### src/hdl/ps2md_pkg.sv
// Shared constants and types for the PS/2 mouse device.
package ps2md_pkg;

  localparam int unsigned AccWidthDef = 16;
  localparam int unsigned MaxReply    = 4;
  localparam int unsigned ReplyCntW   = $clog2(MaxReply + 1);
  localparam int unsigned ReplyIdxW   = $clog2(MaxReply);

  // Host commands
  localparam logic [7:0] CMD_SCALE_1TO1  = 8'hE6;
  localparam logic [7:0] CMD_SCALE_2TO1  = 8'hE7;
  localparam logic [7:0] CMD_SET_RES     = 8'hE8;
  localparam logic [7:0] CMD_STATUS      = 8'hE9;
  localparam logic [7:0] CMD_READ_ID     = 8'hF2;
  localparam logic [7:0] CMD_SET_RATE    = 8'hF3;
  localparam logic [7:0] CMD_ENABLE      = 8'hF4;
  localparam logic [7:0] CMD_DISABLE     = 8'hF5;
  localparam logic [7:0] CMD_RESET       = 8'hFF;

  // Device replies
  localparam logic [7:0] RSP_ACK         = 8'hFA;
  localparam logic [7:0] RSP_SELF_TEST   = 8'hAA;
  localparam logic [7:0] RSP_DEVICE_ID   = 8'h00;
  localparam logic [7:0] PKT_ALWAYS_ONE  = 8'h08;

  localparam logic [3:0] QUEUE_LIMIT     = 4'd13;

  localparam logic KIND_HOST   = 1'b0;
  localparam logic KIND_MOTION = 1'b1;

  typedef struct packed {
    logic [MaxReply-1:0][7:0] bytes;  // bytes[0] goes out first
    logic [ReplyCntW-1:0]     count;
  } reply_t;

endpackage

### src/hdl/ps2md_core.sv
// Command decoder, device state and motion accumulators of the PS/2 mouse.
module ps2md_core
  import ps2md_pkg::*;
#(
  parameter int unsigned ACC_WIDTH = AccWidthDef
) (
  input  logic               clk_i,
  input  logic               rst_ni,
  input  logic               accept_i,
  input  logic               kind_i,
  input  logic [7:0]         host_byte_i,
  input  logic signed [11:0] delta_x_i,
  input  logic signed [11:0] delta_y_i,
  input  logic [2:0]         buttons_i,
  input  logic               reporting_allowed_i,
  input  logic [3:0]         queue_fill_i,
  output reply_t             reply_o
);

  localparam int unsigned SumW = ((ACC_WIDTH > 12) ? ACC_WIDTH : 12) + 2;
  localparam logic signed [SumW-1:0] AccMax = (SumW'(1) <<< (ACC_WIDTH - 1)) - SumW'(1);
  localparam logic signed [SumW-1:0] AccMin = -AccMax - SumW'(1);
  localparam logic signed [SumW-1:0] PktMax = SumW'(255);
  localparam logic signed [SumW-1:0] PktMin = -SumW'(256);

  logic                        enable_q, enable_d;
  logic                        scale_q, scale_d;
  logic [7:0]                  resolution_q, resolution_d;
  logic [7:0]                  sample_rate_q, sample_rate_d;
  logic [7:0]                  pending_q, pending_d;
  logic                        awaiting_q, awaiting_d;
  logic signed [ACC_WIDTH-1:0] acc_x_q, acc_x_d;
  logic signed [ACC_WIDTH-1:0] acc_y_q, acc_y_d;
  logic [2:0]                  last_btn_q, last_btn_d;

  logic signed [SumW-1:0]      sum_x, sum_y;
  logic signed [ACC_WIDTH-1:0] sat_x, sat_y;
  logic signed [SumW-1:0]      sat_x_ext, sat_y_ext;
  logic [8:0]                  pkt_x, pkt_y;
  logic                        idle_motion;

  always_comb begin
    sum_x = SumW'(acc_x_q) + SumW'(delta_x_i);
    sum_y = SumW'(acc_y_q) - SumW'(delta_y_i);

    if (sum_x > AccMax) begin
      sat_x = AccMax[ACC_WIDTH-1:0];
    end else if (sum_x < AccMin) begin
      sat_x = AccMin[ACC_WIDTH-1:0];
    end else begin
      sat_x = sum_x[ACC_WIDTH-1:0];
    end
    if (sum_y > AccMax) begin
      sat_y = AccMax[ACC_WIDTH-1:0];
    end else if (sum_y < AccMin) begin
      sat_y = AccMin[ACC_WIDTH-1:0];
    end else begin
      sat_y = sum_y[ACC_WIDTH-1:0];
    end

    sat_x_ext = SumW'(sat_x);
    sat_y_ext = SumW'(sat_y);
    if (sat_x_ext > PktMax) begin
      pkt_x = PktMax[8:0];
    end else if (sat_x_ext < PktMin) begin
      pkt_x = PktMin[8:0];
    end else begin
      pkt_x = sat_x_ext[8:0];
    end
    if (sat_y_ext > PktMax) begin
      pkt_y = PktMax[8:0];
    end else if (sat_y_ext < PktMin) begin
      pkt_y = PktMin[8:0];
    end else begin
      pkt_y = sat_y_ext[8:0];
    end

    idle_motion = (delta_x_i == '0) && (delta_y_i == '0) && (buttons_i == last_btn_q);
  end

  always_comb begin
    enable_d      = enable_q;
    scale_d       = scale_q;
    resolution_d  = resolution_q;
    sample_rate_d = sample_rate_q;
    pending_d     = pending_q;
    awaiting_d    = awaiting_q;
    acc_x_d       = acc_x_q;
    acc_y_d       = acc_y_q;
    last_btn_d    = last_btn_q;
    reply_o       = '0;

    if (kind_i == KIND_HOST) begin
      if (awaiting_q) begin
        awaiting_d = 1'b0;
        if (pending_q == CMD_SET_RES) begin
          resolution_d      = host_byte_i;
          reply_o.bytes[0]  = RSP_ACK;
          reply_o.count     = ReplyCntW'(1);
        end else if (pending_q == CMD_SET_RATE) begin
          sample_rate_d     = host_byte_i;
          reply_o.bytes[0]  = RSP_ACK;
          reply_o.count     = ReplyCntW'(1);
        end
      end else begin
        pending_d = host_byte_i;
        case (host_byte_i)
          CMD_SCALE_1TO1: begin
            scale_d          = 1'b0;
            reply_o.bytes[0] = RSP_ACK;
            reply_o.count    = ReplyCntW'(1);
          end
          CMD_SCALE_2TO1: begin
            scale_d          = 1'b1;
            reply_o.bytes[0] = RSP_ACK;
            reply_o.count    = ReplyCntW'(1);
          end
          CMD_SET_RES, CMD_SET_RATE: begin
            awaiting_d       = 1'b1;
            reply_o.bytes[0] = RSP_ACK;
            reply_o.count    = ReplyCntW'(1);
          end
          CMD_STATUS: begin
            reply_o.bytes[0] = RSP_ACK;
            reply_o.bytes[1] = {2'b00, enable_q, scale_q, 1'b0, buttons_i};
            reply_o.bytes[2] = resolution_q;
            reply_o.bytes[3] = sample_rate_q;
            reply_o.count    = ReplyCntW'(4);
          end
          CMD_READ_ID: begin
            reply_o.bytes[0] = RSP_ACK;
            reply_o.bytes[1] = RSP_DEVICE_ID;
            reply_o.count    = ReplyCntW'(2);
          end
          CMD_ENABLE: begin
            enable_d         = 1'b1;
            reply_o.bytes[0] = RSP_ACK;
            reply_o.count    = ReplyCntW'(1);
          end
          CMD_DISABLE: begin
            enable_d         = 1'b0;
            reply_o.bytes[0] = RSP_ACK;
            reply_o.count    = ReplyCntW'(1);
          end
          CMD_RESET: begin
            enable_d         = 1'b0;
            scale_d          = 1'b0;
            reply_o.bytes[0] = RSP_ACK;
            reply_o.bytes[1] = RSP_SELF_TEST;
            reply_o.bytes[2] = RSP_DEVICE_ID;
            reply_o.count    = ReplyCntW'(3);
          end
          default: begin
          end
        endcase
      end
    end else if (!idle_motion && reporting_allowed_i) begin
      acc_x_d = sat_x;
      acc_y_d = sat_y;
      if (enable_q && (queue_fill_i < QUEUE_LIMIT)) begin
        last_btn_d       = buttons_i;
        reply_o.bytes[0] = PKT_ALWAYS_ONE | {2'b00, pkt_y[8], pkt_x[8], 1'b0, buttons_i};
        reply_o.bytes[1] = pkt_x[7:0];
        reply_o.bytes[2] = pkt_y[7:0];
        reply_o.count    = ReplyCntW'(3);
        acc_x_d          = '0;
        acc_y_d          = '0;
      end
    end
  end

  always_ff @(posedge clk_i or negedge rst_ni) begin
    if (!rst_ni) begin
      enable_q      <= 1'b0;
      scale_q       <= 1'b0;
      resolution_q  <= '0;
      sample_rate_q <= '0;
      pending_q     <= '0;
      awaiting_q    <= 1'b0;
      acc_x_q       <= '0;
      acc_y_q       <= '0;
      last_btn_q    <= '0;
    end else if (accept_i) begin
      enable_q      <= enable_d;
      scale_q       <= scale_d;
      resolution_q  <= resolution_d;
      sample_rate_q <= sample_rate_d;
      pending_q     <= pending_d;
      awaiting_q    <= awaiting_d;
      acc_x_q       <= acc_x_d;
      acc_y_q       <= acc_y_d;
      last_btn_q    <= last_btn_d;
    end
  end

endmodule

### src/hdl/ps2md_txbuf.sv
// Reply register that sends the bytes of one item to the host one per cycle while out_ready_i is high.
module ps2md_txbuf
  import ps2md_pkg::*;
(
  input  logic       clk_i,
  input  logic       rst_ni,
  input  reply_t     reply_i,
  input  logic       load_i,
  output logic       can_load_o,
  output logic       out_valid_o,
  input  logic       out_ready_i,
  output logic [7:0] out_byte_o,
  output logic       last_of_run_o
);

  logic [MaxReply-1:0][7:0] bytes_q;
  logic [ReplyCntW-1:0]     cnt_q, cnt_d;
  logic [ReplyIdxW-1:0]     idx_q, idx_d;
  logic                     take;

  assign out_valid_o   = (cnt_q != '0);
  assign last_of_run_o = (cnt_q == ReplyCntW'(1));
  assign out_byte_o    = bytes_q[idx_q];
  assign take          = out_valid_o && out_ready_i;
  assign can_load_o    = !out_valid_o || (last_of_run_o && out_ready_i);

  always_comb begin
    cnt_d = cnt_q;
    idx_d = idx_q;
    if (load_i) begin
      cnt_d = reply_i.count;
      idx_d = '0;
    end else if (take) begin
      cnt_d = cnt_q - ReplyCntW'(1);
      idx_d = idx_q + ReplyIdxW'(1);
    end
  end

  always_ff @(posedge clk_i or negedge rst_ni) begin
    if (!rst_ni) begin
      cnt_q <= '0;
      idx_q <= '0;
    end else begin
      cnt_q <= cnt_d;
      idx_q <= idx_d;
    end
  end

  always_ff @(posedge clk_i) begin
    if (load_i) begin
      bytes_q <= reply_i.bytes;
    end
  end

endmodule

### src/hdl/ps2_mouse_device.sv
// Top level of the PS/2 mouse device: host command and motion items in, reply bytes out.
//
// Input channel (in_valid_i/in_ready_o): one item is a host byte (kind_i = 0) or a
// motion report (kind_i = 1). The item is decoded and the device state updated in the
// accepting cycle; its reply bytes (zero to four) are loaded into the reply register.
// Output channel (out_valid_o/out_ready_i): one reply byte per cycle while out_ready_i
// is high, first byte in the cycle after acceptance; last_of_run_o marks the final byte
// of an item. An item holds the reply register until its last byte is taken; an item
// with no reply bytes leaves it free. The next item is taken in the same cycle the last
// byte of the previous one leaves.
// A stalled receiver holds the current byte and the reply register, and in_ready_o
// stays low until the last byte is taken.
// Reset clears the flags, resolution, sample rate, accumulators and the reply byte count;
// the block accepts items as soon as reset is released.
module ps2_mouse_device
  import ps2md_pkg::*;
#(
  parameter int unsigned ACC_WIDTH = AccWidthDef
) (
  input  logic               clk_i,
  input  logic               rst_ni,
  input  logic               in_valid_i,
  output logic               in_ready_o,
  input  logic               kind_i,
  input  logic [7:0]         host_byte_i,
  input  logic signed [11:0] delta_x_i,
  input  logic signed [11:0] delta_y_i,
  input  logic [2:0]         buttons_i,
  input  logic               reporting_allowed_i,
  input  logic [3:0]         queue_fill_i,
  output logic               out_valid_o,
  input  logic               out_ready_i,
  output logic [7:0]         out_byte_o,
  output logic               last_of_run_o
);

  reply_t reply;
  logic   accept;
  logic   can_load;

  assign in_ready_o = can_load;
  assign accept     = in_valid_i && can_load;

  ps2md_core #(
    .ACC_WIDTH(ACC_WIDTH)
  ) u_core (
    .clk_i              (clk_i),
    .rst_ni             (rst_ni),
    .accept_i           (accept),
    .kind_i             (kind_i),
    .host_byte_i        (host_byte_i),
    .delta_x_i          (delta_x_i),
    .delta_y_i          (delta_y_i),
    .buttons_i          (buttons_i),
    .reporting_allowed_i(reporting_allowed_i),
    .queue_fill_i       (queue_fill_i),
    .reply_o            (reply)
  );

  ps2md_txbuf u_txbuf (
    .clk_i        (clk_i),
    .rst_ni       (rst_ni),
    .reply_i      (reply),
    .load_i       (accept),
    .can_load_o   (can_load),
    .out_valid_o  (out_valid_o),
    .out_ready_i  (out_ready_i),
    .out_byte_o   (out_byte_o),
    .last_of_run_o(last_of_run_o)
  );

endmodule

### config.mk
export PLATFORM = sky130hd
export DESIGN_NAME = ps2_mouse_device
export DESIGN_NICKNAME = d
export VERILOG_FILES = /design/src/hdl/ps2md_pkg.sv /design/src/hdl/ps2md_core.sv /design/src/hdl/ps2md_txbuf.sv /design/src/hdl/ps2_mouse_device.sv
export SDC_FILE = /design/constraint.sdc
export NUM_CORES = 1
export LEC_CHECK = 0
export BUFFER_PORTS_ARGS = -buffer_cell sky130_fd_sc_hd__buf_4
export CAP_MARGIN = 0
export CORE_AREA = 2 2 152 154
export DETAILED_ROUTE_END_ITERATION = 6
export DIE_AREA = 0 0 154 156
export GPL_TIMING_DRIVEN = 0
export SETUP_SLACK_MARGIN = 0.2
export SLEW_MARGIN = 20
export SYNTH_ARGS = -nofsm -noshare
export SYNTH_HDL_FRONTEND = slang
export SYNTH_SLANG_ARGS = --single-unit
### constraint.sdc
create_clock -name clk_i -period 3.1 [get_ports clk_i]
set_clock_uncertainty 0.2 [all_clocks]
set_input_delay 0.775 -clock clk_i [delete_from_list [all_inputs] [get_ports clk_i]]
set_output_delay 0.775 -clock clk_i [all_outputs]
set_load 0.02 [all_outputs]
# [Word level (Yosys, flattened, before mapping)]
# Index checks and enable logic that the tools add are counted.
[totals] register_bits=99 in_bits=45 output_inout_bits=11
[classes] eq_ne=13 addsub=4 reduce_logical=29 bitwise=4 magnitude_cmp=10 muxes=30
[ops] op="2-to-1 mux 16 bit" n=7
[ops] op="== test 8 bit (second input constant)" n=11
[ops] op="2-to-1 mux 27 bit" n=3
[ops] op="case mux 11 bit (4 select lines)" n=1
[ops] op="greater-than comparator 18 x 16 -> 1 bit (second input constant)" n=2
[ops] op="< comparator 18 x 16 -> 1 bit (second input constant)" n=2
[ops] op="2-to-1 mux 9 bit" n=4
[ops] op="2-to-1 mux 11 bit" n=3
[ops] op="greater-than comparator 16 x 9 -> 1 bit (second input constant)" n=2
[ops] op="< comparator 16 x 9 -> 1 bit (second input constant)" n=2
[ops] op="zero test 12 bit" n=2
[ops] op="adder 16 x 12 -> 17 bit" n=1
[ops] op="subtractor 16 x 12 -> 17 bit" n=1
[ops] op="binary-select mux 8 bit (select 2 bit)" n=1
[ops] op="2-to-1 mux 8 bit" n=2
[ops] op="case mux 8 bit (2 select lines)" n=1
[ops] op="AND reduction 4 bit" n=4
[ops] op="logical AND 1 bit" n=7
[ops] op="2-to-1 mux 3 bit" n=2
[ops] op="AND reduction 3 bit" n=2
[ops] op="nonzero test 2 bit" n=3
[ops] op="OR reduction 2 bit" n=3
[ops] op="OR reduction 6 bit" n=1
[ops] op="AND reduction 5 bit" n=1
[ops] op="other kinds (15)" n=22

# [Longest topological paths before layout]
# Gate-level depths: netlist of run 1.
[depth] word_depth=11 depth_mapped=13 ltp_nobuf=11

# [Modules after synthesis]
# From an unflattened synthesis of run 1, not the netlist that was laid out.
[hier_totals] hier_cells=708 area_unflattened_um2=6827.8
[by_module_without_submodules] mod="ps2md_core" cells_per_inst=627 area_each_um2=5335.1 instances=1
[by_module_without_submodules] mod="ps2md_txbuf" cells_per_inst=80 area_each_um2=1486.4 instances=1
[by_module_without_submodules] mod="ps2_mouse_device" cells_per_inst=1 area_each_um2=6.3 instances=1

# [Worst setup path after synthesis of run 1]
# OpenSTA, ideal clock, no wires.
[synth_path] path_type="register -> register" start="register u_txbuf.cnt_q[1]" end="register u_core.acc_x_q[11]" path_slack_ns=-0.373 t_required_ns=2.817 arrival_ns=3.191 stages_incl_launch_ff=13 cell_sequence="dfrtp_1 inv_1 ha_1 nor2b_1 nand2_1 nand2_1 nand2_1 inv_1 nand2_1 or2_2 clkbuf_1 clkbuf_1 o21ai_0"
[synth_via] elab_chain_len=5 elab_cells_between_ends=7 classes_between="eq/ne: 1; reduce/logical: 6"
[synth_rtl] element="start, declared" line="ps2md_txbuf.sv:17" rtl="logic [ReplyCntW-1:0] cnt_q, cnt_d;"
[synth_rtl] element="start signal, assigned" line="ps2md_txbuf.sv:44" rtl="cnt_q <= cnt_d;"
[synth_rtl] element="== test 3 x 1 -> 1 bit" line="ps2md_txbuf.sv:22" rtl="assign last_of_run_o = (cnt_q == ReplyCntW'(1));"
[synth_rtl] element="via last_of_run_o" line="ps2_mouse_device.sv:34" rtl="output logic last_of_run_o"
[synth_rtl] element="logical AND 1 bit" line="ps2md_txbuf.sv:25" rtl="assign can_load_o = !out_valid_o || (last_of_run_o && out_ready_i);"
[synth_rtl] element="logical OR 1 bit" line="ps2md_txbuf.sv:25"
[synth_rtl] element="via in_ready_o" line="ps2_mouse_device.sv:23" rtl="output logic in_ready_o,"
[synth_rtl] element="logical AND 1 bit" line="ps2_mouse_device.sv:42" rtl="assign accept = in_valid_i && can_load;"
[synth_rtl] element="via accept" line="ps2_mouse_device.sv:38" rtl="logic accept;"
[synth_rtl] element="AND reduction 3 bit (no source line)"
[synth_rtl] element="end signal, assigned" line="ps2md_core.sv:180" rtl="acc_x_q <= '0;"
[synth_rtl] element="end signal, assigned" line="ps2md_core.sv:190" rtl="acc_x_q <= acc_x_d;"
[synth_rtl] element="end, declared" line="ps2md_core.sv:32" rtl="logic signed [ACC_WIDTH-1:0] acc_x_q, acc_x_d;"
# The timed path passes the listed nets, and every way through them passes these cells.
# A chain may end at the register's enable or synchronous reset.

==> out/results.ini, run 1 <==
[power]
pwr-share-seq=0.209
p_clk_frac=0.119
p_comb_frac=0.672
ir_drop_mv=0.4587
internal_power_mw=5.274
power.density_nw_per_um2=1050
power.total_mw=9.592
leakage_nw=3.651
switching_share=0.4502
power.switching_mw=4.318

[timing]
rsz0062_at_grt=true
setup_viol=9
tightest_slew_ns=0.9125
period_needed_ns=3.237
max_freq_mhz=308.9
setup_ws_ns=-0.1371
whs_ns=0.2888
slew_viol_final=0
slew-limit-headroom=0.3917
final_hold_viol_count=0
finalCritPeriodShare=1.044
tns_ns=-0.8884

[cells_and_area]
fin_area_um2=9136
antennaDiodeCount=0
fillers=2146
regArea_um2=2608
drive_gt1_frac=0.4125
multi_input_area_um2=4760
syn2layout_area_growth_pct=38.64
fin_nets=849

[grt]
grt_overflow=0
grt_pass1_vias=5436
grt_max_degree=68
grt_antenna_before_repair=0
grt_pass1_wl_um=30030
grt.total_usage=0.1597

[yosys]
synth.area.top_cells=dfrtp_1, edfxtp_1, ha_1, mux2_2, o21ai_0
synth.most_common_cell=dfrtp_1
yosysWarnings=0
synthArstFlopShare=0.6837
synth_cell_types=78
synth_enable_flop_cells=31
netlist_area_um2=6590
ys.flop_type=dfrtp_1
syn_area_per_cell_um2=9.925
ys_top_cells_by_count=dfrtp_1, nand2_1, o21ai_0
synth_top_area_share=0.2544
ys_seq_area_frac=0.3957
synth_area_leader_cell=dfrtp_1
synth_seq_cells=98
netlist_instances=664
syn_nets=747

[cts]
cts_buffer_depth=2
cts_tree=built
cts_buffers=9
cts_max_level=3
clock_sinks=98
clk_pin_slew_ns=0.08
insertion_delay_ns=0.36
cts_root_buffer=clkbuf_16

[detailed_routing]
first_iter_violations=335
drt-total-wl_um=19570
wl_met3_um=791
wl_met1_um=8947
num_vias=5683
met2WireLength_um=9456
drt-pass1-iter-count=5
drcViolationCount=0
wire_per_inst_um=18.53
drtAntennaViolNets=0
avgViaCountPerCell=5.382
top_layer_used=met4

[floorplanning]
start_util=0.2947
dieHeight_um=156
core_area_um2=22370
io_pins=56
die_x_um=154
die-area_um2=24020
num_rows=55

[critical_path]
worstSetupEndpointType=flip-flop
crit_path_max_fanout=4
critPathLaunchType=input pin
worst-setup-path-type=in -> reg
cp.required_ns=3.00
arrival_ns=3.14

[place]
port_buffers=55
place_hpwl_um=14200
placed_area_um2=7797
gp_congestion=0.8431

[run_status]
outcome=complete, but fails checks
violations=negative setup slack

[hold_path]
hold_path_class=reg -> reg

[flow_run]
maxCapViolCount=0

## flip-flops by register name, indices dropped and copies added, names as in the netlist, 2 cells and up
signal,cells
u_core.acc_x_q,16
u_core.last_btn_q,3
u_txbuf.idx_q,2
u_core.pending_q,8
u_core.acc_y_q,16
u_txbuf.cnt_q,3
u_core.sample_rate_q,8
u_txbuf.bytes_q,31
u_core.resolution_q,8
## placed cells by master, fill, tap and decap left out, types with 6 or more instances in the layout
| master | count |
|---|---|
| a21oi_1 | 22 |
| edfxtp_1 | 31 |
| o21ai_1 | 17 |
| mux2_2 | 24 |
| ha_1 | 11 |
| o21ai_0 | 22 |
| nor2b_1 | 8 |
| a22o_1 | 16 |
| maj3_2 | 7 |
| a21o_1 | 15 |
| nor2_1 | 27 |
| a21oi_4 | 7 |
| mux4_2 | 8 |
| clkbuf_16 | 9 |
| a211oi_2 | 6 |
| buf_4 | 75 |
| nand3_1 | 8 |
| nor3_1 | 8 |
| xnor2_2 | 6 |
| a21oi_2 | 13 |
| xnor2_1 | 17 |
| nand2_1 | 51 |
| and2_1 | 16 |
| inv_1 | 25 |
| ha_4 | 20 |
| or3_1 | 7 |
| o21ai_2 | 8 |
| a31oi_1 | 11 |
| dfrtp_1 | 67 |
| buf_8 | 6 |
| clkbuf_1 | 12 |
| buf_6 | 17 |
| o21a_1 | 9 |
## area by class of cell
type                            instances  area share
Inverter                               33     0.01589
Tap cell                              285     0.03903
Clock buffer                            9     0.02465
Timing Repair inverter                  1   0.0008217
Sequential cell                        98      0.2854
Buffer                                 27     0.02068
Clock inverter                          7    0.008628
Timing Repair Buffer                   91     0.08395
Multi-Input combinational cell        505      0.5210
## power groups by stage
stage,sequential [mW],combinational (mW),clock (mW)
after floorplan,1.90,3.72,0
after global placement,2.00,4.78,0
after detailed placement,2.00,4.81,0
after CTS,2.00,5.76,1.15
after global routing,2.04,6.93,1.21
final,2.00,6.44,1.14
## final timing paths
check                      cells after the start                       startpoint                         endpoint  slack, ns
hold reg to reg                                2  u_core.pending_q[2]$_DFFE_PN0P_  u_core.pending_q[2]$_DFFE_PN0P_       0.29
setup reg to reg                              11    u_core.acc_y_q[0]$_DFFE_PN0P_    u_txbuf.bytes_q[22]$_DFFE_PP_      -0.09
setup / recovery                              11                     delta_y_i[0]    u_txbuf.bytes_q[22]$_DFFE_PP_      -0.14
min in group asynchronous                      1                           rst_ni       u_core.scale_q$_DFFE_PN0P_       0.35
hold / removal                                 2  u_core.pending_q[2]$_DFFE_PN0P_  u_core.pending_q[2]$_DFFE_PN0P_       0.29
max in group asynchronous                      1                           rst_ni    u_core.acc_x_q[7]$_DFFE_PN0P_       1.76
## per-stage QoR
step,utilization,worst slack [ns],std cells
after global routing,0.4085,-0.2228,1056
after floorplan,-,-0.1679,664
after CTS,0.3912,-0.1310,1047
after global placement,0.3484,-0.7593,1004
final,0.4085,-0.1371,1056
after detailed placement,0.3486,-0.7544,1004
## per-layer routing
| layer | track usage | vias up |
|---|---|---|
| met2 | 0.2650 | 148 |
| met4 | 0.04717 | 0 |
| met1 | 0.2195 | 2805 |
| met5 | 0 | - |
| met3 | 0.01861 | 25 |
| li1 | - | 2705 |
## cell families (layout without fill, tap and decap cells)
kind of cell	after synthesis	after routing	share of synthesized area
AO/OA/AOI/OAI	207	207	0.2237
AND/OR/NAND/NOR	193	193	0.1528
buffers and inverters	61	168	0.03626
multiplexers	34	34	0.07196
XOR/XNOR	26	26	0.03456
flip-flops	98	98	0.3957
adder cells (fa/ha/maj)	45	45	0.08506
## timing repair
| item | 4_1_cts | 5_1_grt |
|---|---|---|
| resized for setup | 96 | 81 |
| setup buffers | 25 | 10 |
| hold buffers | 0 | 0 |
| endpoints found under the setup margin | 64 | 78 |
| cloned | 2 | 0 |
| pin swaps | 56 | 40 |
| hold endpoints to repair | 0 | 0 |
## critical path: stages
cell and delay [ns]:
buf_8 0.10, ha_4 0.15, fa_2 0.36, nand2b_4 0.17, a211oi_4 0.23, o21ai_1 0.11, a31oi_1 0.24, xnor2_1 0.20
and2b_4 0.24, a21o_1 0.21, a221o_1 0.33
Power figures use the tool's default switching activity.
==> run 2: changes to the inputs <==
==> constraint.sdc (replaced) <==
create_clock -name clk_i -period 3.2 [get_ports clk_i]
set_clock_uncertainty 0.2 [all_clocks]
set_input_delay 0.8 -clock clk_i [delete_from_list [all_inputs] [get_ports clk_i]]
set_output_delay 0.8 -clock clk_i [all_outputs]
set_load 0.02 [all_outputs]
==> run 2 against run 1 <==
Net effect: the run still ends with negative setup slack left; sequential power down 3%; non-clock buffer count rose by 9; power is 4.8% lower; first-iteration DRC count fell by 18%; die area unchanged; global-route usage up 0.63 points; clock-buffer cell count increased by 2; via count up 1.2%; routed wire length increased by 1.7%; core utilization barely moved; critical path type unchanged; largest cell class unchanged; largest power group unchanged.
==> out/results.ini, run 2 (synthesized netlist as in run 1, its figures left out) <==
[cts]
cts_root_buffer=clkbuf_16
insertion_delay_ns=0.35  ; about the same
cts_max_level=3  ; unchanged
clock_sinks=98  ; unchanged
cts_buffer_depth=2  ; unchanged
cts_tree=built
clk_pin_slew_ns=0.06  ; -0.02 ns
cts_buffers=9  ; unchanged

[cells_and_area]
drive_gt1_frac=0.4128  ; about the same
fin_nets=858  ; +1.1%
syn2layout_area_growth_pct=38.56  ; about the same
multi_input_area_um2=4716  ; -0.92%
antennaDiodeCount=0  ; unchanged
fin_util=0.4083  ; about the same
regArea_um2=2608  ; unchanged
mostFrequentLayoutCell=buf_4
largest_reg_flops=31  ; unchanged
largest_register=u_txbuf.bytes_q
largest_registers=u_txbuf.bytes_q x31, u_core.acc_x_q x16, u_core.acc_y_q x16
fillers=2130  ; -0.75%
final_cell_mix=buf_4, dfrtp_1, nand2_1

[detailed_routing]
drtAntennaViolNets=0  ; unchanged
num_vias=5751  ; +1.2%
drcViolationCount=0  ; unchanged
first_iter_violations=275  ; -18%
avgViaCountPerCell=5.400  ; +0.34%
wl_met3_um=881  ; +11%
wl_met1_um=8793  ; -1.7%
met2WireLength_um=9796  ; +3.6%
top_layer_used=met4
wire_per_inst_um=18.69  ; +0.88%
drt-total-wl_um=19910  ; +1.7%
drt-pass1-iter-count=5  ; unchanged

[timing]
setup_ws_ns=-0.1290  ; +0.008161 ns
final_hold_viol_count=0  ; unchanged
period_needed_ns=3.329
slew-limit-headroom=0.3902  ; -0.001518
slew_viol_final=0  ; unchanged
tightest_slew_ns=0.9148  ; +0.002276 ns
setup_viol=7  ; -2
finalCritPeriodShare=1.040
rsz0062_at_grt=true
max_freq_mhz=300.4

[place]
port_buffers=55  ; unchanged
gp_congestion=0.8358  ; -0.87%
place_hpwl_um=14190  ; about the same

[floorplanning]
core_area_um2=22370  ; unchanged
io_pins=56  ; unchanged
num_rows=55  ; unchanged
die-area_um2=24020  ; unchanged
start_util=0.2947  ; unchanged
die_x_um=154  ; unchanged
dieHeight_um=156  ; unchanged

[grt]
grt_pass1_wl_um=31060  ; +3.4%
grt_max_degree=68  ; unchanged
grt_antenna_before_repair=0  ; unchanged
grt.total_usage=0.1660  ; +0.006288
grt_overflow=0  ; unchanged
grt_pass1_vias=5769  ; +6.1%

[flow_run]
maxCapViolCount=0  ; unchanged

[critical_path]
reg2reg_depth=11  ; unchanged
crit_path_max_fanout=4  ; unchanged
critPathLaunchType=input pin
cp_cell_sequence=buf_8, ha_4, fa_2, nand2b_4, a211oi_4, o21ai_2, a31oi_2, xnor2_2, and2b_4, a21o_1, a221o_1
slowest_delay_ns=0.36  ; about the same
reg2reg_to=u_txbuf.bytes_q[21]$_DFFE_PP_
arrival_ns=3.22  ; +0.08 ns
cp.required_ns=3.09  ; +0.09 ns
timing.rr.start=u_core.acc_y_q[0]$_DFFE_PN0P_
worstSetupEndpointType=flip-flop
crit_path_top_delay_cell=fa_2
rrSetupSlack_ns=-0.02  ; +0.07 ns
worst-setup-path-type=in -> reg
setup.worst_path.start=delta_y_i[0]

[hold_path]
min_to=u_core.pending_q[2]$_DFFE_PN0P_
hold_path_class=reg -> reg
hold_start=u_core.pending_q[2]$_DFFE_PN0P_
whs_path_depth=2  ; unchanged

[power]
ir_drop_mv=0.3975  ; -13%
power.density_nw_per_um2=1000  ; -4.7%
power.total_mw=9.134  ; -4.8%
leakage_nw=3.652  ; about the same

[run_status]
violations=negative setup slack
outcome=complete, but fails checks

==> run 2: repair_timing <==
item	CTS	global route
hold buffers	0	0
pin swaps	63	42
gates cloned	1	0
setup buffers	31	14
setup endpoints to repair	59	41
resized for setup	99	73
==> run 2: how the worst max path moves through the flow <==
stage               cells past startpoint                             to
detailed placement                     12  u_txbuf.bytes_q[21]$_DFFE_PP_
global placement                       12  u_txbuf.bytes_q[21]$_DFFE_PP_
finish                                 11  u_txbuf.bytes_q[21]$_DFFE_PP_
global route                           12  u_txbuf.bytes_q[19]$_DFFE_PP_
floorplan                              10  u_txbuf.bytes_q[22]$_DFFE_PP_
CTS                                    11  u_txbuf.bytes_q[21]$_DFFE_PP_
==> run 2: metrics by stage <==
stage / setup TNS, ns / hold slack [ns] / setup slack (ns) / instance area, um2 / std cells
after floorplan: -0.5765 / 0.2498 / -0.09231 / 6960 / 664
after global placement: -23.19 / 0.2633 / -0.7087 / 7730 / 1004
after detailed placement: -21.52 / 0.2775 / -0.7480 / 7735 / 1004
after CTS: -0.3587 / 0.2925 / -0.1023 / 8708 / 1052
after global routing: -1.210 / 0.3149 / -0.1969 / 9131 / 1065
final: -0.5157 / 0.2899 / -0.1290 / 9131 / 1065
==> run 2: where the power goes <==
group	total, mW	switching (mW)	internal [mW]
sequential	1.93	0.266	1.66
clock	1.04	0.503	0.534
combinational	6.17	3.29	2.88
==> run 2: routing by layer <==
metal  global-route usage  vias to the layer above
li1                     -                     2723
met1               0.2158                     2845
met2               0.2834                      149
met3              0.02861                       34
met4              0.04940                        0
met5                    0                        -
==> run 2: layout make-up <==
type / count / share of cell area
Buffer: 27 / 0.01918
Clock buffer: 11 / 0.02549
Clock inverter: 5 / 0.004385
Inverter: 33 / 0.01617
Multi-Input combinational cell: 505 / 0.5164
Sequential cell: 98 / 0.2856
Tap cell: 285 / 0.03905
Timing Repair Buffer: 100 / 0.09318
Timing Repair inverter: 1 / 0.0005481
==> run 2: worst max-delay path, delay by kind of cell <==
kind	cells	cell delay (ns)
and+or+nand+nor	2	0.40
AOI/OAI and AO/OA	5	1.21
xor gates and xnor gates	1	0.19
buffers and inverters	1	0.10
adders and majority gates	2	0.51
